`config.mk`:
```
export PLATFORM = sky130hd
export DESIGN_NAME = linear_interp_resampler_unit
export DESIGN_NICKNAME = d
export VERILOG_FILES = /design/src/sv/lir_pkg.sv /design/src/sv/linear_interp_resampler_unit.sv /design/src/sv/lir_div.sv
export SDC_FILE = /design/constraint.sdc
export NUM_CORES = 2
export LEC_CHECK = 0
export BUFFER_PORTS_ARGS = -buffer_cell sky130_fd_sc_hd__buf_2
export CAP_MARGIN = 20
export CORE_ASPECT_RATIO = 1.1
export CORE_MARGIN = 4
export CORE_UTILIZATION = 55
export CTS_CLUSTER_SIZE = 24
export DETAILED_ROUTE_END_ITERATION = 7
export GPL_ROUTABILITY_DRIVEN = 0
export GPL_TIMING_DRIVEN = 0
export PLACE_DENSITY = 0.68
export SLEW_MARGIN = 20
export SYNTH_ARGS = -nofsm -noshare
export SYNTH_HDL_FRONTEND = slang
export SYNTH_HIERARCHICAL = 1
export SYNTH_SLANG_ARGS = --single-unit
export TNS_END_PERCENT = 30
```
`constraint.sdc`:
```
create_clock -name clock -period 12.61 [get_ports clock]
set_input_delay 1.8915 -clock clock [delete_from_list [all_inputs] [get_ports clock]]
set_output_delay 1.8915 -clock clock [all_outputs]
set_load 0.1 [all_outputs]
```
`src/sv/lir_pkg.sv`:
```
// ----------------------------------------------------------------------------
// lir_pkg
// Shared widths, register indexes and types of the linear interpolation
// resampler.
// ----------------------------------------------------------------------------
package lir_pkg;

   localparam int SAMPLE_W  = 16;
   localparam int RATE_W    = 20;
   localparam int CFG_W     = 24;
   localparam int CSR_IDX_W = 2;

   localparam logic [CSR_IDX_W-1:0] REG_INPUT_RATE   = 2'd0;
   localparam logic [CSR_IDX_W-1:0] REG_OUTPUT_RATE  = 2'd1;
   localparam logic [CSR_IDX_W-1:0] REG_SAMPLE_COUNT = 2'd2;

   localparam logic [SAMPLE_W-1:0] SAMPLE_MAX = 16'h7FFF;
   localparam logic [SAMPLE_W-1:0] SAMPLE_MIN = 16'h8000;

   typedef struct packed {
      logic busy;
      logic done;
   } div_stat_type;

endpackage

```
`src/sv/linear_interp_resampler_unit.sv`:
```
// ----------------------------------------------------------------------------
// linear_interp_resampler_unit
// Linear interpolation resampler with an exact rational source phase.
// ----------------------------------------------------------------------------
// Takes one signed 16-bit sample per req transaction and gives the
// interpolated samples that it completes on rsp, tlast on the final one of
// that input and tuser on the final output of the buffer. All products and
// quotients come from one multiplier and one restoring divider that yields
// one quotient bit per cycle, DW = max(COUNT_BITS + 20, 36) bits per division
// (44 at the defaults). An input takes two divisions of setup (output count
// and rate ratio) plus one division for each result it produces, and waits
// while rsp stalls; an empty buffer or disabled rates skip the divisions.
// req_tready is low while an input is in work and rises again once the block
// is back in idle; csr writes are taken while the block is idle, and writes to
// the rate and count registers restart the buffer.
// ----------------------------------------------------------------------------
module linear_interp_resampler_unit import lir_pkg::*; #(
   parameter int COUNT_BITS     = 24,
   parameter int MAX_OUT_PER_IN = 64
) (
   input  logic                 clock,
   input  logic                 reset,
   input  logic                 req_tvalid,
   output logic                 req_tready,
   input  logic [SAMPLE_W-1:0]  req_tdata,   // [15:0] sample
   output logic                 rsp_tvalid,
   input  logic                 rsp_tready,
   output logic [SAMPLE_W-1:0]  rsp_tdata,   // [15:0] out_sample
   output logic                 rsp_tlast,
   output logic                 rsp_tuser,   // [0] buffer_done
   input  logic                 csr_valid,
   output logic                 csr_ready,
   input  logic [CSR_IDX_W-1:0] csr_index,
   input  logic [CFG_W-1:0]     csr_data
);

   localparam int CB = COUNT_BITS;
   localparam int TW = CB + 6;
   localparam int DW = (CB + 20 > 36) ? CB + 20 : 36;
   localparam int MA = ((CB > 17) ? CB : 17) + 1;
   localparam int PW = MA + RATE_W + 1;
   localparam int NW = $clog2(MAX_OUT_PER_IN + 1);
   localparam int EW = RATE_W + 7;

   localparam logic [3:0] ST_IDLE   = 4'd0;
   localparam logic [3:0] ST_START  = 4'd1;
   localparam logic [3:0] ST_TOT    = 4'd2;
   localparam logic [3:0] ST_TOTW   = 4'd3;
   localparam logic [3:0] ST_QW     = 4'd4;
   localparam logic [3:0] ST_CHECK  = 4'd5;
   localparam logic [3:0] ST_M0     = 4'd6;
   localparam logic [3:0] ST_M1     = 4'd7;
   localparam logic [3:0] ST_ADD    = 4'd8;
   localparam logic [3:0] ST_DIV    = 4'd9;
   localparam logic [3:0] ST_DIVW   = 4'd10;
   localparam logic [3:0] ST_PUSH   = 4'd11;
   localparam logic [3:0] ST_FINISH = 4'd12;

   logic [3:0]          state_ff, state_in;
   logic [RATE_W-1:0]   in_rate_ff, in_rate_in;
   logic [RATE_W-1:0]   out_rate_ff, out_rate_in;
   logic [CFG_W-1:0]    count_ff, count_in;
   logic [CB-1:0]       k_ff, k_in;
   logic [TW-1:0]       oidx_ff, oidx_in;
   logic [CB-1:0]       whole_ff, whole_in;
   logic [RATE_W-1:0]   rem_ff, rem_in;
   logic [SAMPLE_W-1:0] prev_ff, prev_in;
   logic [NW-1:0]       n_ff, n_in;
   logic                pend_valid_ff, pend_valid_in;
   logic                rsp_valid_ff, rsp_valid_in;

   logic [SAMPLE_W-1:0]        cur_ff, cur_in;
   logic signed [SAMPLE_W-1:0] s0_ff, s0_in;
   logic signed [SAMPLE_W-1:0] s1_ff, s1_in;
   logic signed [PW-1:0]       prod_ff, prod_in;
   logic signed [PW-1:0]       acc_ff, acc_in;
   logic                       neg_ff, neg_in;
   logic [TW-1:0]              total_ff, total_in;
   logic [CB-1:0]              q_ff, q_in;
   logic [RATE_W-1:0]          r0_ff, r0_in;
   logic [SAMPLE_W-1:0]        pend_data_ff, pend_data_in;
   logic                       pend_done_ff, pend_done_in;
   logic [SAMPLE_W-1:0]        rsp_data_ff, rsp_data_in;
   logic                       rsp_last_ff, rsp_last_in;
   logic                       rsp_user_ff, rsp_user_in;

   logic                 div_start;
   logic [DW-1:0]        div_dividend;
   logic [RATE_W-1:0]    div_divisor;
   logic [DW-1:0]        div_quotient;
   logic [RATE_W-1:0]    div_remainder;
   div_stat_type         div_stat;

   logic signed [MA-1:0]     mul_a;
   logic signed [RATE_W:0]   mul_b;
   logic signed [PW-1:0]     mul_p;
   logic signed [SAMPLE_W:0] diff;

   logic [31:0]         cnt_ext;
   logic [CB-1:0]       count_w;
   logic [EW-1:0]       rate_lim;
   logic                enabled;
   logic                final_w;
   logic                rsp_free;
   logic                sat;
   logic [SAMPLE_W-1:0] res_val;
   logic [RATE_W:0]     t_sum;
   logic                carry;
   logic [CB:0]         k_next;
   logic [PW-1:0]       acc_abs;
   logic                restart;

   lir_div #(.DW(DW)) u_div (
      .clock     (clock),
      .reset     (reset),
      .start     (div_start),
      .dividend  (div_dividend),
      .divisor   (div_divisor),
      .quotient  (div_quotient),
      .remainder (div_remainder),
      .status    (div_stat)
   );

   assign cnt_ext  = {8'd0, count_ff};
   assign count_w  = cnt_ext[CB-1:0];
   assign rate_lim = EW'(in_rate_ff) * EW'(MAX_OUT_PER_IN);
   assign enabled  = (in_rate_ff != '0) && (out_rate_ff != '0)
                     && (EW'(out_rate_ff) <= rate_lim);
   assign final_w  = (k_ff == count_w - CB'(1));
   assign rsp_free = !rsp_valid_ff || rsp_tready;
   assign diff     = $signed({s1_ff[SAMPLE_W-1], s1_ff}) - $signed({s0_ff[SAMPLE_W-1], s0_ff});
   assign mul_p    = mul_a * mul_b;
   assign acc_abs  = acc_ff[PW-1] ? (~acc_ff + PW'(1)) : acc_ff;
   assign t_sum    = {1'b0, rem_ff} + {1'b0, r0_ff};
   assign carry    = t_sum >= {1'b0, out_rate_ff};
   assign k_next   = {1'b0, k_ff} + (CB + 1)'(1);
   assign div_divisor = (state_ff == ST_TOT) ? in_rate_ff : out_rate_ff;

   always_comb begin
      sat = neg_ff ? (div_quotient > DW'(32768)) : (div_quotient > DW'(32767));
      if (sat) begin
         res_val = neg_ff ? SAMPLE_MIN : SAMPLE_MAX;
      end else if (neg_ff) begin
         res_val = ~div_quotient[SAMPLE_W-1:0] + SAMPLE_W'(1);
      end else begin
         res_val = div_quotient[SAMPLE_W-1:0];
      end
   end

   always_comb begin
      mul_a = '0;
      mul_b = '0;
      unique case (state_ff)
         ST_START: begin
            mul_a = MA'($signed({1'b0, count_w}));
            mul_b = $signed({1'b0, out_rate_ff});
         end
         ST_M0: begin
            mul_a = MA'(s0_ff);
            mul_b = $signed({1'b0, out_rate_ff});
         end
         ST_M1: begin
            mul_a = MA'(diff);
            mul_b = $signed({1'b0, rem_ff});
         end
         default: begin
            mul_a = '0;
            mul_b = '0;
         end
      endcase
   end

   always_comb begin
      state_in      = state_ff;
      in_rate_in    = in_rate_ff;
      out_rate_in   = out_rate_ff;
      count_in      = count_ff;
      k_in          = k_ff;
      oidx_in       = oidx_ff;
      whole_in      = whole_ff;
      rem_in        = rem_ff;
      prev_in       = prev_ff;
      n_in          = n_ff;
      pend_valid_in = pend_valid_ff;
      rsp_valid_in  = rsp_valid_ff;
      cur_in        = cur_ff;
      s0_in         = s0_ff;
      s1_in         = s1_ff;
      prod_in       = prod_ff;
      acc_in        = acc_ff;
      neg_in        = neg_ff;
      total_in      = total_ff;
      q_in          = q_ff;
      r0_in         = r0_ff;
      pend_data_in  = pend_data_ff;
      pend_done_in  = pend_done_ff;
      rsp_data_in   = rsp_data_ff;
      rsp_last_in   = rsp_last_ff;
      rsp_user_in   = rsp_user_ff;
      div_start     = 1'b0;
      div_dividend  = '0;
      restart       = 1'b0;

      if (rsp_valid_ff && rsp_tready) begin
         rsp_valid_in = 1'b0;
      end

      unique case (state_ff)
         ST_IDLE: begin
            if (req_tvalid) begin
               cur_in   = req_tdata;
               state_in = ST_START;
            end
         end
         ST_START: begin
            if (count_w == '0) begin
               prev_in  = cur_ff;
               restart  = 1'b1;
               state_in = ST_IDLE;
            end else if (!enabled) begin
               state_in = ST_FINISH;
            end else begin
               prod_in  = mul_p;
               state_in = ST_TOT;
            end
         end
         ST_TOT: begin
            div_start    = 1'b1;
            div_dividend = prod_ff[DW-1:0];
            state_in     = ST_TOTW;
         end
         ST_TOTW: begin
            if (div_stat.done) begin
               total_in     = div_quotient[TW-1:0];
               div_start    = 1'b1;
               div_dividend = DW'(in_rate_ff);
               state_in     = ST_QW;
            end
         end
         ST_QW: begin
            if (div_stat.done) begin
               q_in     = div_quotient[CB-1:0];
               r0_in    = div_remainder;
               n_in     = '0;
               state_in = ST_CHECK;
            end
         end
         ST_CHECK: begin
            state_in = ST_FINISH;
            if (n_ff < NW'(MAX_OUT_PER_IN) && oidx_ff < total_ff) begin
               if (k_ff != '0 && whole_ff == k_ff - CB'(1)) begin
                  s0_in    = prev_ff;
                  s1_in    = cur_ff;
                  state_in = ST_M0;
               end else if (final_w && whole_ff == k_ff) begin
                  s0_in    = cur_ff;
                  s1_in    = cur_ff;
                  state_in = ST_M0;
               end
            end
         end
         ST_M0: begin
            prod_in  = mul_p;
            state_in = ST_M1;
         end
         ST_M1: begin
            acc_in   = prod_ff;
            prod_in  = mul_p;
            state_in = ST_ADD;
         end
         ST_ADD: begin
            acc_in   = acc_ff + prod_ff;
            state_in = ST_DIV;
         end
         ST_DIV: begin
            div_start    = 1'b1;
            div_dividend = acc_abs[DW-1:0];
            neg_in       = acc_ff[PW-1];
            state_in     = ST_DIVW;
         end
         ST_DIVW: begin
            if (div_stat.done) begin
               state_in = ST_PUSH;
            end
         end
         ST_PUSH: begin
            if (!pend_valid_ff || rsp_free) begin
               if (pend_valid_ff) begin
                  rsp_valid_in = 1'b1;
                  rsp_data_in  = pend_data_ff;
                  rsp_last_in  = 1'b0;
                  rsp_user_in  = pend_done_ff;
               end
               pend_valid_in = 1'b1;
               pend_data_in  = res_val;
               pend_done_in  = (oidx_ff + TW'(1) == total_ff);
               oidx_in       = oidx_ff + TW'(1);
               rem_in        = carry ? RATE_W'(t_sum - {1'b0, out_rate_ff})
                                     : t_sum[RATE_W-1:0];
               whole_in      = whole_ff + q_ff + CB'(carry);
               n_in          = n_ff + NW'(1);
               state_in      = ST_CHECK;
            end
         end
         ST_FINISH: begin
            if (!pend_valid_ff || rsp_free) begin
               if (pend_valid_ff) begin
                  rsp_valid_in = 1'b1;
                  rsp_data_in  = pend_data_ff;
                  rsp_last_in  = 1'b1;
                  rsp_user_in  = pend_done_ff || final_w;
               end
               pend_valid_in = 1'b0;
               prev_in       = cur_ff;
               k_in          = k_next[CB-1:0];
               if (k_next >= {1'b0, count_w}) begin
                  restart = 1'b1;
               end
               state_in = ST_IDLE;
            end
         end
         default: begin
            state_in = ST_IDLE;
         end
      endcase

      if (csr_valid && state_ff == ST_IDLE) begin
         unique case (csr_index)
            REG_INPUT_RATE: begin
               in_rate_in = csr_data[RATE_W-1:0];
               restart    = 1'b1;
            end
            REG_OUTPUT_RATE: begin
               out_rate_in = csr_data[RATE_W-1:0];
               restart     = 1'b1;
            end
            REG_SAMPLE_COUNT: begin
               count_in = csr_data;
               restart  = 1'b1;
            end
            default: begin
               restart = restart;
            end
         endcase
      end

      if (restart) begin
         k_in     = '0;
         oidx_in  = '0;
         whole_in = '0;
         rem_in   = '0;
      end
   end

   always_ff @(posedge clock) begin
      if (reset) begin
         state_ff      <= ST_IDLE;
         in_rate_ff    <= RATE_W'(1);
         out_rate_ff   <= RATE_W'(1);
         count_ff      <= '0;
         k_ff          <= '0;
         oidx_ff       <= '0;
         whole_ff      <= '0;
         rem_ff        <= '0;
         prev_ff       <= '0;
         n_ff          <= '0;
         pend_valid_ff <= 1'b0;
         rsp_valid_ff  <= 1'b0;
      end else begin
         state_ff      <= state_in;
         in_rate_ff    <= in_rate_in;
         out_rate_ff   <= out_rate_in;
         count_ff      <= count_in;
         k_ff          <= k_in;
         oidx_ff       <= oidx_in;
         whole_ff      <= whole_in;
         rem_ff        <= rem_in;
         prev_ff       <= prev_in;
         n_ff          <= n_in;
         pend_valid_ff <= pend_valid_in;
         rsp_valid_ff  <= rsp_valid_in;
      end
   end

   always_ff @(posedge clock) begin
      cur_ff       <= cur_in;
      s0_ff        <= s0_in;
      s1_ff        <= s1_in;
      prod_ff      <= prod_in;
      acc_ff       <= acc_in;
      neg_ff       <= neg_in;
      total_ff     <= total_in;
      q_ff         <= q_in;
      r0_ff        <= r0_in;
      pend_data_ff <= pend_data_in;
      pend_done_ff <= pend_done_in;
      rsp_data_ff  <= rsp_data_in;
      rsp_last_ff  <= rsp_last_in;
      rsp_user_ff  <= rsp_user_in;
   end

   assign req_tready = (state_ff == ST_IDLE);
   assign csr_ready  = (state_ff == ST_IDLE);
   assign rsp_tvalid = rsp_valid_ff;
   assign rsp_tdata  = rsp_data_ff;
   assign rsp_tlast  = rsp_last_ff;
   assign rsp_tuser  = rsp_user_ff;

endmodule

```
`src/sv/lir_div.sv`:
```
// ----------------------------------------------------------------------------
// lir_div
// Restoring divider, one quotient bit per cycle, shared by the resampler
// for buffer length, rate ratio and interpolation divisions.
// ----------------------------------------------------------------------------
module lir_div import lir_pkg::*; #(
   parameter int DW = 44
) (
   input  logic              clock,
   input  logic              reset,
   input  logic              start,
   input  logic [DW-1:0]     dividend,
   input  logic [RATE_W-1:0] divisor,
   output logic [DW-1:0]     quotient,
   output logic [RATE_W-1:0] remainder,
   output div_stat_type      status
);

   localparam int CW = $clog2(DW + 1);

   logic            busy_ff, busy_in;
   logic            done_ff, done_in;
   logic [CW-1:0]   cnt_ff, cnt_in;
   logic [DW-1:0]   quo_ff, quo_in;
   logic [RATE_W-1:0] rem_ff, rem_in;
   logic [RATE_W-1:0] div_ff, div_in;

   logic [RATE_W:0] trial;
   logic            ge;

   always_comb begin
      trial   = {rem_ff, quo_ff[DW-1]};
      ge      = trial >= {1'b0, div_ff};
      busy_in = busy_ff;
      done_in = 1'b0;
      cnt_in  = cnt_ff;
      quo_in  = quo_ff;
      rem_in  = rem_ff;
      div_in  = div_ff;
      if (start) begin
         busy_in = 1'b1;
         cnt_in  = CW'(DW);
         quo_in  = dividend;
         rem_in  = '0;
         div_in  = divisor;
      end else if (busy_ff) begin
         quo_in = {quo_ff[DW-2:0], ge};
         rem_in = ge ? RATE_W'(trial - {1'b0, div_ff}) : trial[RATE_W-1:0];
         cnt_in = cnt_ff - CW'(1);
         if (cnt_ff == CW'(1)) begin
            busy_in = 1'b0;
            done_in = 1'b1;
         end
      end
   end

   always_ff @(posedge clock) begin
      if (reset) begin
         busy_ff <= 1'b0;
         done_ff <= 1'b0;
         cnt_ff  <= '0;
      end else begin
         busy_ff <= busy_in;
         done_ff <= done_in;
         cnt_ff  <= cnt_in;
      end
   end

   always_ff @(posedge clock) begin
      quo_ff <= quo_in;
      rem_ff <= rem_in;
      div_ff <= div_in;
   end

   assign quotient    = quo_ff;
   assign remainder   = rem_ff;
   assign status.busy = busy_ff;
   assign status.done = done_ff;

endmodule
```
==> metrics.md <==
| Metric | Value |
|---|---|
| Status | finished, final reports clean |
| Final Skew | about 0.055 ns |
| Slew of the pin with the lowest slew margin | approximately 1.3 ns |
| Synthesis-to-layout area growth | 8.21% |
| Crit-path max cell delay | approximately 0.73 ns |
| Grt ovf | 0 |
| Hold Path Class | flop to flop |
| Yosys warning total | 6 |
| Total GRT Usage | approximately a third |
| Min setup slack post-route | ~0.64 ns |
| Placed wire-length estimate | around 130,000 um |
| Via/cell ratio | around 6.1 |
| Ratio of cells with drive above 1 in the final layout | roughly 5.5% |
| Vias after detailed routing | between 40,000 and 50,000 |
| Initial Util | 55.5% |
| CP Class | flop to flop |
| Final ANT Viol Nets | 0 |
| Initial antenna violation count | 1 |
| Syn Std Cell Area | 52,400 sq um |
| Port Buf Inserts | between 60 and 70 |
| First-pass DRT Iterations | 7 |
| Num rows | ~120 |
| Max clock buf depth | 3 |
| CTS tree | built |
| Post-CTS Setup Inserts | 0 |
| Fin crit share | 94.9% |
| Drt drc | 0 |
| Clock Latency Late Sink | ~0.7 ns |
| Maximum clock frequency | about 84 MHz |
| Critical Path Sink Type | flop |
| N_diodes | 0 |
| GR Util met2 | a little over half |
| Largest net degree at the start of global routing | 47 |
| RSZ-0062 raised after global routing | false |
| Worst VDD drop | 0.000269 V |
| Mapped Nets | about 6,800 |
| Max cap viols | 0 |
| Clk root buf | clkbuf_16 |
| IO Count | just under 70 |
| Crit-path max FO | 10 |
| CTS clock-pin slew for the worst setup and hold paths | 0.06 ns |
| Die X | roughly 300 um |
| Global Route met1 Usage | approximately two fifths |
| Core Area | 94,300 sq um |
| Setup TNS | 0 ns |
| Die area | 100,000 sq um |
| Leakage | between 20 and 25 nW |
| Slowest-stage cell, CP | fa_1 |
| Critical Path Source Type | flop |
| Clock sink count | roughly 530 |
| First-pass GRT wire length | around 260,000 um |
| Final core occ | 60.1% |
| Slew Limit Fails | 0 |
| Global route hottest layer | met2 |
| CTS resizes | 0 |
| Worst hold slack | 0.417 ns |
| Final Hold Viols | 0 |
| 1st-iter DRT viols | ~4,400 |
| Pre-CTS WS | roughly 0.68 ns |
| Syn Inst Count | between 5,000 and 6,000 |
| Routing usage on met3 | 7.66% |
| Final net count | a little under 7,000 |
| Critical Path RT | about 13 ns |
| Mapped Avg Cell Area | approximately 9 sq um |
| Hold buffers post-CTS | 0 |
| H-tree levels | 2 |
| Routed len/inst | about 23 um |
| CP dominant cell by count | fa_1 |
| Max_slew headroom | roughly 16% |
| Die H | 332 um |
| Fin area | between 50,000 and 60,000 sq um |
| Setup violations, final | 0 |
| Final min period | around 12 ns |
| Power Density | approximately 130 nW/um^2 |
| Critical Path AT | about 12 ns |
| WL final | 168,000 um |
| CTS Buf Count | slightly below 60 |
| Vias in the first global route | between 40,000 and 50,000 |
| Dpl cell area | between 50,000 and 60,000 sq um |
==> cell type report <==
| class | count | area [sq um] |
|---|---|---|
| multi-input combinational | 4271 | 34700 |
| buffer | 266 | 1070 |
| tap | 1260 | 1580 |
| clock inverter | 30 | 359 |
| clock buffer | 80 | 1710 |
| fill | 8217 | 37700 |
| inverter | 776 | 2910 |
| timing repair buffer | 85 | 566 |
| sequential | 533 | 13800 |
==> routing by layer <==
| metal | up-vias | share of wire, % |
|---|---|---|
| met5 | - | 0 |
| met4 | 0 | 8.2 |
| met3 | 615 | 10 |
| met2 | 2241 | 45 |
| met1 | 21387 | 37 |
| li1 | 20060 | - |
==> flip-flops by register name, summed over array words and instances, names as in the netlist, 20 cells and up <==
register,cells
q_ff,24
rem_ff,20
k_ff,24
r0_ff,20
count_ff,24
out_rate_ff,20
oidx_ff,30
whole_ff,24
prod_ff,46
in_rate_ff,20
acc_ff,46
u_div/remainder,20
total_ff,30
u_div/div_ff,20
u_div/quotient,44
==> worst max-delay path, delay by kind of cell, from the launching register on <==
| kind | cells | cell delay (ns) |
|---|---|---|
| AOI/OAI and AO/OA | 18 | 5.03 |
| adders and majority gates | 10 | 4.79 |
| buffers and inverters | 7 | 1.16 |
| DFF | 1 | 0.37 |
| and+or+nand+nor | 1 | 0.23 |
| xor gates and xnor gates | 1 | 0.15 |
==> per-stage QoR <==
stage               instances  total power (W)
floorplan                5846          0.00456
global placement         7173          0.00543
detailed placement       7190          0.00551
CTS                      7300          0.00734
global route             7301          0.00776
finish                   7301          0.00740
==> cells in the final DEF, fill, tap and decap left out, types with 179 or more instances in the layout <==
cell type / instances
a21oi_1: 408
clkbuf_1: 238
dfxtp_1: 219
edfxtp_1: 314
fa_1: 516
ha_1: 342
inv_1: 773
nand2_1: 672
nor2_1: 450
o21ai_0: 305
xnor2_1: 205
xor2_1: 179
==> worst paths after layout <==
kind,slack (ns),cells past startpoint,from,end
hold reg to reg,0.42,0,pend_data_ff[0]$_DFFE_PP_,rsp_tdata[0]$_DFFE_PP_
setup / recovery,0.64,37,s1_ff[0]$_DFFE_PP_,prod_ff[44]$_DFFE_PP_
setup reg to reg,0.64,37,s1_ff[0]$_DFFE_PP_,prod_ff[44]$_DFFE_PP_
hold / removal,0.42,0,pend_data_ff[0]$_DFFE_PP_,rsp_tdata[0]$_DFFE_PP_
==> power by group <==
part           internal [W]  leakage (nW)  switching, W  total, W
registers           0.00231          4.66      0.000450   0.00276
clock network       0.00106          1.01      0.000764   0.00182
logic               0.00102          18.5       0.00180   0.00282
(Power assumes the default switching activity.)
